--- config.mk ---
export PLATFORM = sky130hd
export DESIGN_NAME = lu_ram
export DESIGN_NICKNAME = d
export VERILOG_FILES = /design/src/hdl/lu_ram.sv
export SDC_FILE = /design/constraint.sdc
export NUM_CORES = 1
export LEC_CHECK = 0
export ABC_CLOCK_PERIOD_IN_PS = 7550
export BUFFER_PORTS_ARGS = -buffer_cell sky130_fd_sc_hd__buf_4
export CORE_MARGIN = 3
export CORE_UTILIZATION = 55
export DETAILED_ROUTE_END_ITERATION = 8
export GPL_TIMING_DRIVEN = 0
export PLACE_DENSITY = 0.84
export SLEW_MARGIN = 10
export SYNTH_ARGS = -nofsm -noshare
export SYNTH_HDL_FRONTEND = slang
export SYNTH_SLANG_ARGS = --single-unit
--- constraint.sdc ---
create_clock -name clk -period 7.55 [get_ports clk]
set_input_delay 0.3775 -clock clk [delete_from_list [all_inputs] [get_ports clk]]
set_output_delay 0.3775 -clock clk [all_outputs]
set_load 0.02 [all_outputs]
--- src/hdl/lu_ram.sv ---
module lu_ram #(
    parameter int W     = 32,
    parameter int DEPTH = 16,
    parameter int AW    = (DEPTH > 1) ? $clog2(DEPTH) : 1
) (
    input  logic          clk,
    input  logic          we,
    input  logic [AW-1:0] waddr,
    input  logic [W-1:0]  wdata,
    input  logic [AW-1:0] raddr,
    output logic [W-1:0]  rdata
);

    logic [W-1:0] mem [DEPTH];
    logic [W-1:0] rdata_reg;

    // write port and registered read port
    always_ff @(posedge clk)
    begin
        if (we)
        begin
            mem[waddr] <= wdata;
        end
        rdata_reg <= mem[raddr];
    end

    assign rdata = rdata_reg;

endmodule

==> qor.tcl <==
set qor(outcome) {completed}
set qor(setup_tns_ns) 0
set qor(final-hold-violation-count) 0
set qor(root_buffer) {sky130_fd_sc_hd__clkbuf_16}
set qor(cp_max_fo) 8
set qor(setup.worst_path.end_class) {register}
set qor(dp.cells) 1391
set qor(final_nets) 1032
set qor(period_needed_ns) 2.04
set qor(synth_async_sr_flop_share_pct) 0
set qor(vdd.ir_drop.worst_v) 0.000208
set qor(synthesis.nets) 880
set qor(crit_path_start_kind) {input pin}
set qor(ys_top_cells_by_count) {sky130_fd_sc_hd__edfxtp_1, sky130_fd_sc_hd__mux4_2, sky130_fd_sc_hd__a22oi_1, sky130_fd_sc_hd__nand2_1, sky130_fd_sc_hd__dfxtp_1}
set qor(cts.sinks) 544
set qor(regToRegEndpoint) {rdata[21]}
set qor(count_of_flip_flops_with_a_built_in_enable_after_synthesis) 512
set qor(worst_setup_path_startpoint) {waddr[2]}
set qor(dieHeight_um) 196
set qor(synth.cell_area_um2) 19900
set qor(worst-r2r-setup-slack_ns) 6.08
set qor(total_power_mw) 6.28
set qor(power_density_over_the_cells_nw_per_um2) 272
set qor(buffer_ports.inserted) 71
set qor(critical_path_required_ns) 7.82
set qor(clockBufferDepth) 3
set qor(hold_fix_buffers_cts) 0
set qor(clk_latency_ns) 0.57
set qor(place.gp.congestion) 0.724
set qor(cts.clk_slew.worst_paths_ns) 0.06
set qor(yosys_most_used_dff) {sky130_fd_sc_hd__edfxtp_1}
set qor(drt-wirelength-per-cell_um) 31.2
set qor(worstSetupEndpoint) {mem[0][28]}
set qor(initial_antenna_violation_count) 1
set qor(cts_max_level) 2
set qor(largest_register_ffs) 512
set qor(finalSetupViolations) 0
set qor(synth.lib_cells_used.distinct) 18
set qor(share_of_post_route_cells_with_drive_strength_above_1_pct) 32.8
set qor(fmaxAchievable_mhz) 490
set qor(grt-ovfl-total) 0
set qor(synth_seq_area_share_pct) 80.7
set qor(maxSlewViolCount) 0
set qor(cts_made_buffers) 52
set qor(first_global_vias) 10105
set qor(ys_top_cells_by_area) {sky130_fd_sc_hd__edfxtp_1, sky130_fd_sc_hd__mux4_2, sky130_fd_sc_hd__dfxtp_1}
set qor(dr.first_iter.drc_count) 1107
set qor(rsz0062_at_grt) {false}
set qor(post-dp-hpwl_um) 26200
set qor(grt_pass1_wl_um) 68200
set qor(drt-pass1-iter-count) 7
set qor(post_synth_inst_count) 838
set qor(num-fill-cells) 2150
set qor(start_util_pct) 56.6
set qor(relSlewSlack_pct) 34.3
set qor(timing_worst_setup_path_type) {input pin to register}
set qor(die_area_um2) 38400
set qor(timing.hold.worst.class) {input pin to register}
set qor(static-leakage-power_nw) 7.49
set qor(syn_avg_cell_area_um2) 23.7
set qor(yosys.cell_count.top_type) {sky130_fd_sc_hd__edfxtp_1}
set qor(timing.max_cap.violations) 0
set qor(worst_case_reg_to_reg_path_depth) 3
set qor(cts_tree) {built}
set qor(postCtsResizedCells) 0
set qor(post-route-period-util_pct) 27.0
set qor(timing.critical_path.arrival_ns) 2.31
set qor(core_area_um2) 35100
set qor(cts.repair_timing.setup_buffer_count) 0
set qor(row_count) 68
set qor(fp.dieW_um) 196
set qor(post_drt_via_cell_ratio) 6.56
set qor(synth_top_area_share_pct) 77.4
set qor(ys_ff_latch) 544
set qor(synth_area_leader_cell) {sky130_fd_sc_hd__edfxtp_1}
set qor(stdcell_count) 1490
set qor(routed_wirelength_um) 46400
set qor(drtAntennaViolNets) 0
set qor(global_route.usage.total_pct) 24.5
set qor(fin_worst_skew_ns) 0.0199
set qor(synthToLayoutAreaGrowth_pct) 16.5
set qor(post-route-drc-count) 0
set qor(design.portCount) 74
set qor(final_core_utilization_pct) 66.0
set qor(worst_pin_slew_ns) 0.985
set qor(ys.warnings.count) 0
set qor(routed-via-count) 9779
set qor(worst_r2r_startpoint) {mem[11][21]}
set qor(grt_start_max_net_pins) 22
## metal layers
layer	GRT usage [%]	up-vias	share of wire, %
met3	4.48	122	8.7
li1	-	3882	-
met5	0	-	0
met1	32.0	5090	36
met4	10.1	0	3.8
met2	41.2	685	52
## area by class of cell
type | instances | area (um2) | area share, %
clock buffers | 68 | 1390 | 6.02
diodes | 1 | 2.50 | 0.0108
clock inverters | 30 | 255 | 1.10
flip-flops and latches | 544 | 16000 | 69.3
multi-input cells | 251 | 3730 | 16.1
repair buffers | 98 | 942 | 4.07
well taps | 455 | 569 | 2.46
plain buffers | 43 | 223 | 0.963
## worst min path at each step
stage / startpoint / end / slack [ns] / depth (start not counted)
finish: wdata[28] / mem[7][28] / 0.1 / 1
floorplan: wdata[0] / mem[0][0] / 0.48 / 0
detailed placement: mem[15][6] / rdata[6] / 0.66 / 3
CTS: wdata[26] / mem[0][26] / 0.07 / 1
global placement: mem[14][1] / rdata[1] / 0.65 / 3
global route: wdata[29] / mem[7][29] / 0.09 / 1
## cell usage in the layout (no fill, tap or decap)
cell type,count
sky130_fd_sc_hd__nand3b_1,2
sky130_fd_sc_hd__nor2_1,1
sky130_fd_sc_hd__inv_6,3
sky130_fd_sc_hd__clkbuf_16,53
sky130_fd_sc_hd__nor3_2,4
sky130_fd_sc_hd__buf_6,7
sky130_fd_sc_hd__dfxtp_1,32
sky130_fd_sc_hd__buf_16,5
sky130_fd_sc_hd__clkbuf_1,31
sky130_fd_sc_hd__clkinv_1,5
sky130_fd_sc_hd__clkinv_2,18
sky130_fd_sc_hd__nand2_1,33
sky130_fd_sc_hd__and2_1,1
sky130_fd_sc_hd__or3b_2,1
sky130_fd_sc_hd__bufinv_16,4
sky130_fd_sc_hd__buf_12,7
sky130_fd_sc_hd__buf_2,4
sky130_fd_sc_hd__diode_2,1
sky130_fd_sc_hd__buf_4,92
sky130_fd_sc_hd__nand3_1,1
sky130_fd_sc_hd__nand2b_1,2
sky130_fd_sc_hd__mux4_2,128
sky130_fd_sc_hd__clkbuf_8,1
sky130_fd_sc_hd__buf_1,9
sky130_fd_sc_hd__a22oi_1,64
sky130_fd_sc_hd__edfxtp_1,512
sky130_fd_sc_hd__nor2_4,12
sky130_fd_sc_hd__nor2b_1,2
## cell families (layout without fill, tap and decap cells)
family,after synthesis,count (layout),share of synthesized area (%)
flip-flops,544,544,80.7
other,0,1,0
buffers and inverters,43,239,1.12
multiplexers,128,128,14.5
AND/OR/NAND/NOR,59,59,1.27
AO/OA/AOI/OAI,64,64,2.42
## critical path, cell delays in order
cell                     delay (ns)
sky130_fd_sc_hd__buf_4         0.12
sky130_fd_sc_hd__or3b_2        0.59
sky130_fd_sc_hd__nor3_2        0.60
sky130_fd_sc_hd__buf_6         0.24
sky130_fd_sc_hd__buf_6         0.18
sky130_fd_sc_hd__buf_6         0.18
## per-stage QoR
stage | hold WS, ns | instance area [um2] | setup WS, ns
after floorplan | 0.476 | 19900 | 3.99
after global placement | 0.645 | 21000 | 1.61
after detailed placement | 0.664 | 21500 | 5.00
after CTS | 0.0742 | 23100 | 5.57
after global routing | 0.0936 | 23100 | 5.50
final | 0.0978 | 23100 | 5.51
## power breakdown
part           internal (mW)  switching [mW]  leakage [nW]
sequential              3.38          0.0225          4.89
clock                   1.44            1.09         0.825
combinational          0.145           0.211          1.77
total                   4.96            1.32          7.49
No activity file was read; power rests on OpenSTA's default activity.
