[src/hdl/lu_pkg.sv]
package lu_pkg;

    localparam int MAX_ORDER_DEF = 16;
    localparam int FRAC_BITS_DEF = 16;
    localparam int DATA_W        = 32;
    localparam int CFG_W         = 5;
    localparam int CMD_W         = 2;
    localparam int POS_W         = 4;
    localparam int STATUS_W      = 2;
    localparam logic [CFG_W-1:0] SIZE_RESET = 5'd16;

    // request commands
    localparam logic [CMD_W-1:0] CMD_LOAD_A = 2'd0;
    localparam logic [CMD_W-1:0] CMD_LOAD_B = 2'd1;
    localparam logic [CMD_W-1:0] CMD_SOLVE  = 2'd2;

    // result status codes
    localparam logic [STATUS_W-1:0] ST_OK         = 2'd0;
    localparam logic [STATUS_W-1:0] ST_ZERO_PIVOT = 2'd1;
    localparam logic [STATUS_W-1:0] ST_SATURATED  = 2'd2;

    // wide accumulator limit, +-(2^63 - 1)
    localparam logic signed [64:0] ACC_LIM = 65'sh0_7FFF_FFFF_FFFF_FFFF;

    typedef enum logic [3:0] {
        S_IDLE,
        S_START,
        S_ISSUE,
        S_MUL,
        S_ACC,
        S_FIN1,
        S_FIN2,
        S_DIVS,
        S_DIVW,
        S_WR,
        S_ORD,
        S_OSHOW,
        S_OWAIT
    } state_t;

    typedef enum logic [1:0] {
        PH_UPPER,
        PH_LOWER,
        PH_FWD,
        PH_BACK
    } phase_t;

    typedef struct packed {
        logic clr;
        logic mul;
        logic acc;
        logic res;
        logic sat_clr;
    } mac_ctrl_t;

endpackage

[src/hdl/lu_mac.sv]
module lu_mac #(
    parameter int FRAC_BITS = lu_pkg::FRAC_BITS_DEF
) (
    input  logic                             clk,
    input  logic                             rst_n,
    input  lu_pkg::mac_ctrl_t                ctrl,
    input  logic signed [lu_pkg::DATA_W-1:0] a,
    input  logic signed [lu_pkg::DATA_W-1:0] b,
    input  logic signed [lu_pkg::DATA_W-1:0] base,
    output logic signed [lu_pkg::DATA_W-1:0] res,
    output logic                             sat
);
    import lu_pkg::*;

    logic signed [63:0] prod_reg;
    logic signed [63:0] acc_reg;
    logic signed [31:0] res_reg;
    logic               sat_reg;

    logic signed [64:0] sum_a;
    logic signed [63:0] acc_next;
    logic               acc_sat;
    logic signed [63:0] base_sh;
    logic signed [63:0] neg_acc;
    logic signed [64:0] sum_r;
    logic signed [63:0] t_val;
    logic               t_sat;
    logic signed [63:0] shifted;
    logic signed [31:0] res_next;
    logic               res_sat;

    // saturating accumulate of the registered product
    always_comb
    begin
        sum_a   = {acc_reg[63], acc_reg} + {prod_reg[63], prod_reg};
        acc_sat = 1'b0;
        if (sum_a > ACC_LIM)
        begin
            acc_next = ACC_LIM[63:0];
            acc_sat  = 1'b1;
        end
        else if (sum_a < -ACC_LIM)
        begin
            acc_next = -ACC_LIM[63:0];
            acc_sat  = 1'b1;
        end
        else
        begin
            acc_next = sum_a[63:0];
        end
    end

    // residual: base minus sum, floor shift, clamp to 32 bits
    always_comb
    begin
        base_sh = 64'(base) <<< FRAC_BITS;
        neg_acc = -acc_reg;
        sum_r   = {base_sh[63], base_sh} + {neg_acc[63], neg_acc};
        t_sat   = 1'b0;
        if (sum_r > ACC_LIM)
        begin
            t_val = ACC_LIM[63:0];
            t_sat = 1'b1;
        end
        else if (sum_r < -ACC_LIM)
        begin
            t_val = -ACC_LIM[63:0];
            t_sat = 1'b1;
        end
        else
        begin
            t_val = sum_r[63:0];
        end
        shifted = t_val >>> FRAC_BITS;
        res_sat = 1'b0;
        if (shifted > 64'sh0000_0000_7FFF_FFFF)
        begin
            res_next = 32'sh7FFF_FFFF;
            res_sat  = 1'b1;
        end
        else if (shifted < -64'sh0000_0000_8000_0000)
        begin
            res_next = 32'sh8000_0000;
            res_sat  = 1'b1;
        end
        else
        begin
            res_next = shifted[31:0];
        end
    end

    // product, accumulator and residual registers
    always_ff @(posedge clk)
    begin
        if (ctrl.mul)
        begin
            prod_reg <= a * b;
        end
        if (ctrl.clr)
        begin
            acc_reg <= '0;
        end
        else if (ctrl.acc)
        begin
            acc_reg <= acc_next;
        end
        if (ctrl.res)
        begin
            res_reg <= res_next;
        end
    end

    // sticky saturation flag
    always_ff @(posedge clk or negedge rst_n)
    begin
        if (!rst_n)
        begin
            sat_reg <= 1'b0;
        end
        else if (ctrl.sat_clr)
        begin
            sat_reg <= 1'b0;
        end
        else if ((ctrl.acc && acc_sat) || (ctrl.res && (t_sat || res_sat)))
        begin
            sat_reg <= 1'b1;
        end
    end

    assign res = res_reg;
    assign sat = sat_reg;

endmodule

[config.mk]
export PLATFORM = sky130hd
export DESIGN_NAME = lu_mac
export DESIGN_NICKNAME = d
export VERILOG_FILES = /design/src/hdl/lu_pkg.sv /design/src/hdl/lu_mac.sv
export SDC_FILE = /design/constraint.sdc
export NUM_CORES = 2
export LEC_CHECK = 0
export ABC_AREA = 1
export BUFFER_PORTS_ARGS = -buffer_cell sky130_fd_sc_hd__buf_2
export CORE_MARGIN = 2
export CORE_UTILIZATION = 60
export DETAILED_ROUTE_END_ITERATION = 16
export GPL_TIMING_DRIVEN = 0
export MAX_ROUTING_LAYER = met4
export PLACE_DENSITY = 0.87
export SLEW_MARGIN = 30
export SYNTH_ARGS = -nofsm -noshare
export SYNTH_HDL_FRONTEND = slang
export SYNTH_SLANG_ARGS = --single-unit
export TNS_END_PERCENT = 20
[constraint.sdc]
create_clock -name clk -period 4.6 [get_ports clk]
set_input_delay 0.23 -clock clk [delete_from_list [all_inputs] [get_ports clk]]
set_output_delay 0.23 -clock clk [all_outputs]
set_load 0.1 [all_outputs]
==> summary.md <==
| Metric | Value |
|---|---|
| Max-Cap Viols | 0 |
| Synth area leader | fa_1 |
| Max Root-Sink Buffers | 2 |
| Fillers | ~6.8k |
| Worst clock skew | around 17 ps |
| Clock Pin Slew Worst Setup and Hold Paths | 70 ps |
| H-Tree Depth | 4 |
| Area grow syn2layout | 19.1% |
| Core ar. | a little under 0.09 sq mm |
| Starting density of the core | 0.607 |
| Syn Area/Cell | about 7.5 sq um |
| Final Util | 0.723 |
| Kind of critical path | in -> reg |
| Detailed Place HPWL | about 170 mm |
| Hold Vio Cnt, Final | 0 |
| Initial antenna violation count | 10 |
| Post-synthesis sequential area ratio | 0.0778 |
| WHS | 45.7 ps |
| Crit path largest cell delay | approximately 550 ps |
| R2r setup slk | -1380 ps |
| Reg-to-reg critical path startpoint | acc_reg[1] |
| Syn_nets | roughly 8.7k |
| Fin crit share | 1.52 |
| Worst-margin pin slew | between 1000 and 1500 ps |
| Worst setup margin | -2390 ps |
| Failing checks | negative setup slack |
| Tmin final | roughly 7000 ps |
| Vias in the first global route | ~53k |
| FF+latch count, synth | 161 |
| GPL Wtd Cong | between 1 and 1.5 |
| Die height | 304 microns |
| CTS tree | done |
| Hold Path Class | in -> async |
| Share of the synthesized area in the top cell type | 0.403 |
| Endpoints failing setup | between 80 and 90 |
| CP Launch Type | input port |
| Worst R2R Path Depth | 36 |
| Status | complete, but fails checks |
| Reg2Reg Capture Point | res[15] |
| Gr usage total | 0.497 |
| Req. time, crit path | approximately 4900 ps |
| Fraction of layout cells with a size suffix above 1 | 0.147 |
| Critical Path Fanout Max | 10 |
| Final ANT Viol Nets | 0 |
| Die Width | ~300 microns |
| Routed WL per cell | around 25 microns |
| DRT Pass-1 Iters | 10 |
| Vias/cell | between 5 and 6 |
| DRC viols | 0 |
| Post-layout net count | ~9k |
| Synth top area cells | fa_1 (40%), nand2_1 (13%), inv_1 (13%) |
| Rows | around 110 |
| CTS Buf Count | 17 |
| Routed WL | between 200 and 250 mm |
| Crit. End Element | flop |
| Ports | 136 |
| Fmax | 143 MHz |
| Syn Std Cell Area | between 0.05 and 0.06 sq mm |
| Clock sink total | 161 |
| Post-Synthesis Cells | between 7k and 8k |
| Post-synth EDFFs | 96 |
| Most used cell along the critical path | fa_1 |
| Clk Latency, worst-skew pair | slightly above 500 ps |
| Slowest-stage cell, CP | fa_1 |
| Dpl ws | -3780 ps |
| GR Overflow Total | 0 |
| CP Data Arrival Time | 7250 ps |
| Async S/R FF share, synth | 0.00621 |
| First-pass GRT wire length | approximately 320 mm |
| Root Buffer | clkbuf_16 |
| Normalized max-slew margin | 0.333 |
| Top_reg_cell synth | edfxtp_1 |
| Synth warn | 0 |
| Routed via count | about 50k |
| Yosys cell types | 60 |
| IO Port Bufs | 133 |
| Pin count of the biggest net entering global routing | 65 |
| Final Max Slew Viols | 0 |
| Setup repair after global routing missed its margin | true |
| Sum of negative setup slack | -134990 ps |
| Die area | between 0.09 and 0.1 sq mm |
| DRT iter0 DRCs | between 5k and 6k |
## kinds of logic (layout without fill, tap and decap cells)
| family | count (synthesis) | count (layout) | synth area share |
|---|---|---|---|
| simple gates | 2739 | 2739 | 0.209 |
| buf+inv | 2150 | 2528 | 0.152 |
| fa+ha+maj | 1383 | 1383 | 0.473 |
| compound gates | 588 | 588 | 0.0602 |
| xor+xnor | 173 | 173 | 0.0286 |
| flops | 161 | 161 | 0.0778 |
| other cells | 0 | 13 | 0 |
## cell type report
type                       instances  area, sq um  area share
timing repair buffer             346         3230      0.0504
multi-input combinational       4883        43700       0.681
sequential                       161         4190      0.0654
inverter                        1912         7190       0.112
tap                             1165         1460      0.0227
antenna                           13         32.5    0.000507
clock inverter                    15          186     0.00291
clock buffer                      17          425     0.00664
buffer                           238         3710      0.0579
## worst max-delay path by stage
stage / from / to / cells after the start / slack (ps)
global route: b[29] / prod_reg[62] / 24 / -2520
floorplan: a[31] / prod_reg[58] / 27 / -2170
detailed placement: b[7] / prod_reg[59] / 27 / -3780
finish: b[29] / prod_reg[51] / 27 / -2390
CTS: a[31] / prod_reg[58] / 28 / -2220
global placement: b[11] / prod_reg[58] / 32 / -3860
## layer usage
layer | track usage | part of all wire
met1 | 0.567 | 0.34
met2 | 0.738 | 0.43
met3 | 0.157 | 0.13
met4 | 0.357 | 0.098
met5 | - | 0
## worst max-delay path, delay by kind of cell
kind | cells | cell delay, ps
AOI/OAI and AO/OA | 5 | 810
xor gates and xnor gates | 1 | 130
adders and majority gates | 9 | 4220
buffers and inverters | 9 | 1480
and+or+nand+nor | 3 | 350
## cell usage in the layout, fill, tap and decap left out, types with 85 or more instances in the layout
| cell | instances |
|---|---|
| xor2_1 | 103 |
| nand3_1 | 148 |
| nor2_1 | 372 |
| ha_1 | 238 |
| edfxtp_1 | 96 |
| fa_1 | 1038 |
| clkbuf_16 | 109 |
| buf_4 | 198 |
| inv_1 | 1837 |
| nand2_1 | 1845 |
| buf_2 | 85 |
| o21ai_0 | 133 |
| a21oi_1 | 235 |
## cells in the mapped netlist (all sizes together) (22+ instances only)
library cell and count:
nand2 1926, inv 1908, fa 1084, nor2 431, ha 299, a21oi 298, clkbuf 216, o21ai 181
nand3 177, xor2 109, edfxtp 96, dfxtp 64, xnor2 64, nand4 52, nand3b 50, nor3 45
or2 29, a31oi 24, buf 22
## timing repair
item                                    in CTS  in global routing
endpoints found under the setup margin      90                 89
cloned                                       3                  5
resized for setup                          660                251
pin swaps                                  104                110
endpoints found under the hold margin        2                  0
buffers inserted                           115                 88
hold buffers                                 2                  0
## stage by stage
stage	instances	area, sq um
4_1_cts	8644	62500
2_1_floorplan	7194	55500
6_report	8750	64100
5_1_grt	8746	64100
3_5_place_dp	8492	57600
3_3_place_gp	8492	57600
Power is left out: the tool's default activity adds up to more than one toggle a clock period on the data nets, which glitch-free logic cannot reach.
