<file path="config.mk">
export PLATFORM = sky130hd
export DESIGN_NAME = lu_div
export DESIGN_NICKNAME = d
export VERILOG_FILES = /design/src/hdl/lu_pkg.sv /design/src/hdl/lu_div.sv
export SDC_FILE = /design/constraint.sdc
export NUM_CORES = 1
export LEC_CHECK = 0
export BUFFER_PORTS_ARGS = -buffer_cell sky130_fd_sc_hd__buf_2
export CAP_MARGIN = 20
export CORE_MARGIN = 2
export CORE_UTILIZATION = 60
export DETAILED_ROUTE_END_ITERATION = 8
export MAX_ROUTING_LAYER = met4
export PLACE_DENSITY_LB_ADDON = 0.25
export SYNTH_ARGS = -nofsm -noshare
export SYNTH_HDL_FRONTEND = slang
export SYNTH_SLANG_ARGS = --single-unit
</file>
<file path="constraint.sdc">
create_clock -name clk -period 11.55 [get_ports clk]
set_clock_uncertainty 0.15 [all_clocks]
set_input_delay 2.31 -clock clk [delete_from_list [all_inputs] [get_ports clk]]
set_output_delay 2.31 -clock clk [all_outputs]
set_load 0.01 [all_outputs]
</file>
<file path="src/hdl/lu_pkg.sv">
package lu_pkg;

    localparam int MAX_ORDER_DEF = 16;
    localparam int FRAC_BITS_DEF = 16;
    localparam int DATA_W        = 32;
    localparam int CFG_W         = 5;
    localparam int CMD_W         = 2;
    localparam int POS_W         = 4;
    localparam int STATUS_W      = 2;
    localparam logic [CFG_W-1:0] SIZE_RESET = 5'd16;

    // request commands
    localparam logic [CMD_W-1:0] CMD_LOAD_A = 2'd0;
    localparam logic [CMD_W-1:0] CMD_LOAD_B = 2'd1;
    localparam logic [CMD_W-1:0] CMD_SOLVE  = 2'd2;

    // result status codes
    localparam logic [STATUS_W-1:0] ST_OK         = 2'd0;
    localparam logic [STATUS_W-1:0] ST_ZERO_PIVOT = 2'd1;
    localparam logic [STATUS_W-1:0] ST_SATURATED  = 2'd2;

    // wide accumulator limit, +-(2^63 - 1)
    localparam logic signed [64:0] ACC_LIM = 65'sh0_7FFF_FFFF_FFFF_FFFF;

    typedef enum logic [3:0] {
        S_IDLE,
        S_START,
        S_ISSUE,
        S_MUL,
        S_ACC,
        S_FIN1,
        S_FIN2,
        S_DIVS,
        S_DIVW,
        S_WR,
        S_ORD,
        S_OSHOW,
        S_OWAIT
    } state_t;

    typedef enum logic [1:0] {
        PH_UPPER,
        PH_LOWER,
        PH_FWD,
        PH_BACK
    } phase_t;

    typedef struct packed {
        logic clr;
        logic mul;
        logic acc;
        logic res;
        logic sat_clr;
    } mac_ctrl_t;

endpackage

</file>
<file path="src/hdl/lu_div.sv">
module lu_div #(
    parameter int FRAC_BITS = lu_pkg::FRAC_BITS_DEF
) (
    input  logic                             clk,
    input  logic                             rst_n,
    input  logic                             start,
    input  logic signed [lu_pkg::DATA_W-1:0] num,
    input  logic signed [lu_pkg::DATA_W-1:0] den,
    output logic                             busy,
    output logic signed [lu_pkg::DATA_W-1:0] quo,
    output logic                             sat
);
    import lu_pkg::*;

    localparam int NW = DATA_W + FRAC_BITS;
    localparam int CW = $clog2(NW + 1);

    logic          busy_reg;
    logic [CW-1:0] cnt_reg;
    logic [NW-1:0] num_reg;
    logic [NW-1:0] q_reg;
    logic [31:0]   rem_reg;
    logic [31:0]   den_reg;
    logic          neg_reg;

    logic [32:0]   num_ext;
    logic [32:0]   den_ext;
    logic [32:0]   num_abs;
    logic [32:0]   den_abs;
    logic [32:0]   rem_sh;
    logic [32:0]   rem_sub;
    logic          ge;

    // magnitudes of the operands and the trial subtraction
    always_comb
    begin
        num_ext = {num[31], num};
        den_ext = {den[31], den};
        num_abs = num[31] ? -num_ext : num_ext;
        den_abs = den[31] ? -den_ext : den_ext;
        rem_sh  = {rem_reg, num_reg[NW-1]};
        rem_sub = rem_sh - {1'b0, den_reg};
        ge      = (rem_sh >= {1'b0, den_reg});
    end

    // control: one quotient bit a cycle
    always_ff @(posedge clk or negedge rst_n)
    begin
        if (!rst_n)
        begin
            busy_reg <= 1'b0;
            cnt_reg  <= '0;
        end
        else if (start)
        begin
            busy_reg <= 1'b1;
            cnt_reg  <= CW'(NW);
        end
        else if (busy_reg)
        begin
            cnt_reg <= cnt_reg - 1'b1;
            if (cnt_reg == CW'(1))
            begin
                busy_reg <= 1'b0;
            end
        end
    end

    // restoring division datapath
    always_ff @(posedge clk)
    begin
        if (start)
        begin
            num_reg <= NW'(num_abs[31:0]) << FRAC_BITS;
            den_reg <= den_abs[31:0];
            rem_reg <= '0;
            q_reg   <= '0;
            neg_reg <= num[31] ^ den[31];
        end
        else if (busy_reg)
        begin
            num_reg <= num_reg << 1;
            rem_reg <= ge ? rem_sub[31:0] : rem_sh[31:0];
            q_reg   <= {q_reg[NW-2:0], ge};
        end
    end

    // apply sign and clamp to 32 bits
    always_comb
    begin
        if (neg_reg)
        begin
            sat = (q_reg > NW'(33'h0_8000_0000));
            quo = sat ? 32'sh8000_0000 : -q_reg[31:0];
        end
        else
        begin
            sat = (q_reg > NW'(32'h7FFF_FFFF));
            quo = sat ? 32'sh7FFF_FFFF : q_reg[31:0];
        end
    end

    assign busy = busy_reg;

endmodule

</file>
==> results.md <==
* Result of the run: finished, final reports clean
* Setup-violating endpoint count in the final report at 0
* Ys Warns at 0
* Filler cells at 1,331
* WL per Instance at 15.6 um
* Synth area leaders: edfxtp_1, dfxtp_1, mux2i_1, nor2_1, ha_1
* Number of global-route vias before repair at 7,935
* Sequential share of the synthesized area at 37.3%
* CTS Hold Bufs at 0
* Share of cells above drive strength 1 at 12.6%
* Worst vdd ir at 0.133 mV
* Req. time, crit path at 9090 ps
* Post-synth top area cell: edfxtp_1
* CP peak stage delay at 610 ps
* Area share of the largest cell type after synthesis at 19.5%
* Largest net degree at the start of global routing at 110
* Post-DRT Antenna Nets at 0
* Post-synthesis async set-or-reset flop share at 4.61%
* Total number of vias at 8,645
* Clock-pin slew on the worst setup and hold paths at 60 ps
* GP Congestion at 0.911
* Standard-cell rows at 47
* CTS Sinks at 152
* Met3 Wirelength at 1.57 mm
* Total Routing Usage GR at 27.0%
* Height of the die at 133 um
* Critical path class: flop to output pin
* Finished Core Util at 67.4%
* Syn nets at 1,260
* Pwr/cell area at 149 nW/um^2
* EDFF count, synth at 65
* Slew headroom at 34.8%
* Cts bufs inserted at 17
* DR vias/cell at 5.99
* Post-CTS Resized at 0
* Met1 WL at 10.4 mm
* Unrepaired setup endpoints after global routing: no
* # H-tree levels at 4
* Routed WL at 22.5 mm
* DRC viols at 0
* Layout Nets at 1,317
* Area Growth Syn to Fin at 10.6%
* Max reg flops at 48
* Wire length on met2 at 10.2 mm
* Count of pins over their slew limit at 0
* Post-Synthesis Cells at 1,155
* Final Hold Viols at 0
* Final period util at 58.5%
* Fmax at 148 MHz
* Crit path cell chain: or4_4 -> or4_4 -> and4bb_2 -> nand3_1 -> o41ai_1 -> nand2b_2 -> or2_1 -> o311ai_0 -> buf_2
* Cell mode on critical path: or4_4
* Yosys cell types at 73
* CP arrival at 4300 ps
* Max capacitance violation total at 0
* Synth Register Bits at 152
* Grt ovf at 0
* Leakage power at 4.96 nW
* CTS tree: yes
* Antenna Cells at 0
* Fin crit period at 6760 ps
* Starting density of the core at 60.9%
* Core Box Area at 16,400 um^2
* First-pass GRT wire length at 38.2 mm
* Measured slew at the worst slew-check pin at 978 ps
* Detailed Routing Iterations Pass 1 at 5
* Worst Hold Class: flop to flop
* Initial antenna violation count at 0
* Synth Cell Area at 10000 um^2
* # port buffers at 100
* Postcts setup bufs at 0
* Die area at 17,700 um^2
* Synth Flop Type: dfxtp_1
* Max Fanout on Critical Path at 32
* DR top layer: met4
* Max clock buf depth at 2
* Post-DP HPWL at 15.7 mm
* Clock root cell: clkbuf_16
* Slowest cell on the critical path: or2_1
* Syn_area_per_cell at 8.66 um^2
* IO Count at 101
* Worst Setup End Kind: output pin
* First DRT Iteration DRCs at 622
* Die X-Extent at 133 um
* Setup TNS at 0 ps
* Startpoint Class: flop
* Worst skew pair latency at 430 ps
final cells by class:
class | instances | area (um^2) | area share, %
Sequential cell | 152 | 3730 | 33.7
Clock inverter | 14 | 109 | 0.984
Inverter | 62 | 233 | 2.10
Timing Repair Buffer | 104 | 537 | 4.85
Tap cell | 220 | 275 | 2.49
Multi-Input combinational cell | 875 | 5750 | 52.0
Clock buffer | 17 | 425 | 3.85
placed cells by master, fill, tap and decap left out, types with 5 or more instances in the layout:
cell type  netlist  routed
nand2_1         97      97
nand4_1          9       9
o311ai_0        25      25
a21oi_1         75      74
dfrtp_1          7       6
or3_1           10      10
o21ai_0         67      66
xnor2_1         44      44
a21o_1          18      18
ha_1            37      37
o41ai_1          9       9
or4_1           10      10
dfxtp_1         80      80
and3_1           5       5
nor2_1         145     145
clkinv_1         0       5
mux2i_1         68      68
o21a_1           9       9
nor4_1          16      16
buf_2            3      99
clkbuf_16        0      17
a311oi_1         7       7
o31ai_1         25      25
xor2_1          38      38
nor3_1          21      21
nor2b_1         10      10
nand2b_1        16      16
and2_1           5       5
a211oi_1        21      21
inv_1           62      62
nand3_1         21      21
edfxtp_1        65      65
a211o_1          9       9
cells in the mapped netlist, drive strengths merged (4+ instances only):
master  number
dfrtp        7
nand2b      17
xor2        38
nor4        17
nand3       21
and2         5
or4         14
ha          37
a211oi      21
nor2       145
edfxtp      65
nor2b       10
dfxtp       80
a311oi       7
o21a         9
and3         5
mux2i       68
o311ai      25
a21oi       75
nand3b       4
nand2       97
a21o        18
or2          4
o31ai       25
o41ai        9
nor3        22
a211o        9
inv         62
a31oi        4
clkbuf      47
xnor2       44
o21ai       67
nand4        9
buf         19
or3         12
cells by family after synthesis:
logic type / count (synthesis) / synth area share (%)
and+or+nand+nor: 392 / 19.1
AOI/OAI and AO/OA: 293 / 19.3
DFF: 152 / 37.3
buffers and inverters: 128 / 5.31
xor gates and xnor gates: 82 / 7.18
muxes: 70 / 7.03
adders and majority gates: 38 / 4.83
critical path: cells and delay by family, from the launching register on:
kind / cells / cell delay, ps
and+or+nand+nor: 6 / 2460
buffers and inverters: 1 / 210
AOI/OAI and AO/OA: 2 / 820
DFF: 1 / 370
power by group:
group	internal (mW)	switching [mW]	total [mW]
Combinational	0.207	0.282	0.489
Sequential	0.617	0.0359	0.653
Clock	0.292	0.218	0.510
Total	1.12	0.537	1.65
layer usage:
| metal | vias to the layer above | track usage, % |
|---|---|---|
| met3 | 36 | 6.28 |
| met4 | 0 | 7.15 |
| met2 | 270 | 41.7 |
| met1 | 4034 | 36.1 |
| met5 | - | - |
| li1 | 4305 | - |
worst paths after layout:
path                             startpoint     endpoint  slack [ps]  cells past startpoint
min in group asynchronous             rst_n   cnt_reg[5]        1560                      1
worst min register to register  rem_reg[23]  rem_reg[23]         350                      2
max in group asynchronous             rst_n         busy        9520                      1
worst max-delay path              q_reg[14]      quo[24]        4790                      9
worst min-delay path            rem_reg[23]  rem_reg[23]         350                      2
worst max register to register   den_reg[3]  rem_reg[30]        7910                     11
through the flow:
stage / hold slack, ps / instance area [um^2] / worst slack [ps] / cells / power (mW)
floorplan: 303 / 10000 / 5880 / 1155 / 1.02
global placement: 324 / 10500 / 5360 / 1413 / 1.14
detailed placement: 337 / 10500 / 5260 / 1413 / 1.14
CTS: 347 / 11100 / 4790 / 1444 / 1.66
global route: 378 / 11100 / 4490 / 1444 / 1.75
finish: 348 / 11100 / 4790 / 1444 / 1.65
Note: power is estimated with default switching activity, not from simulation.
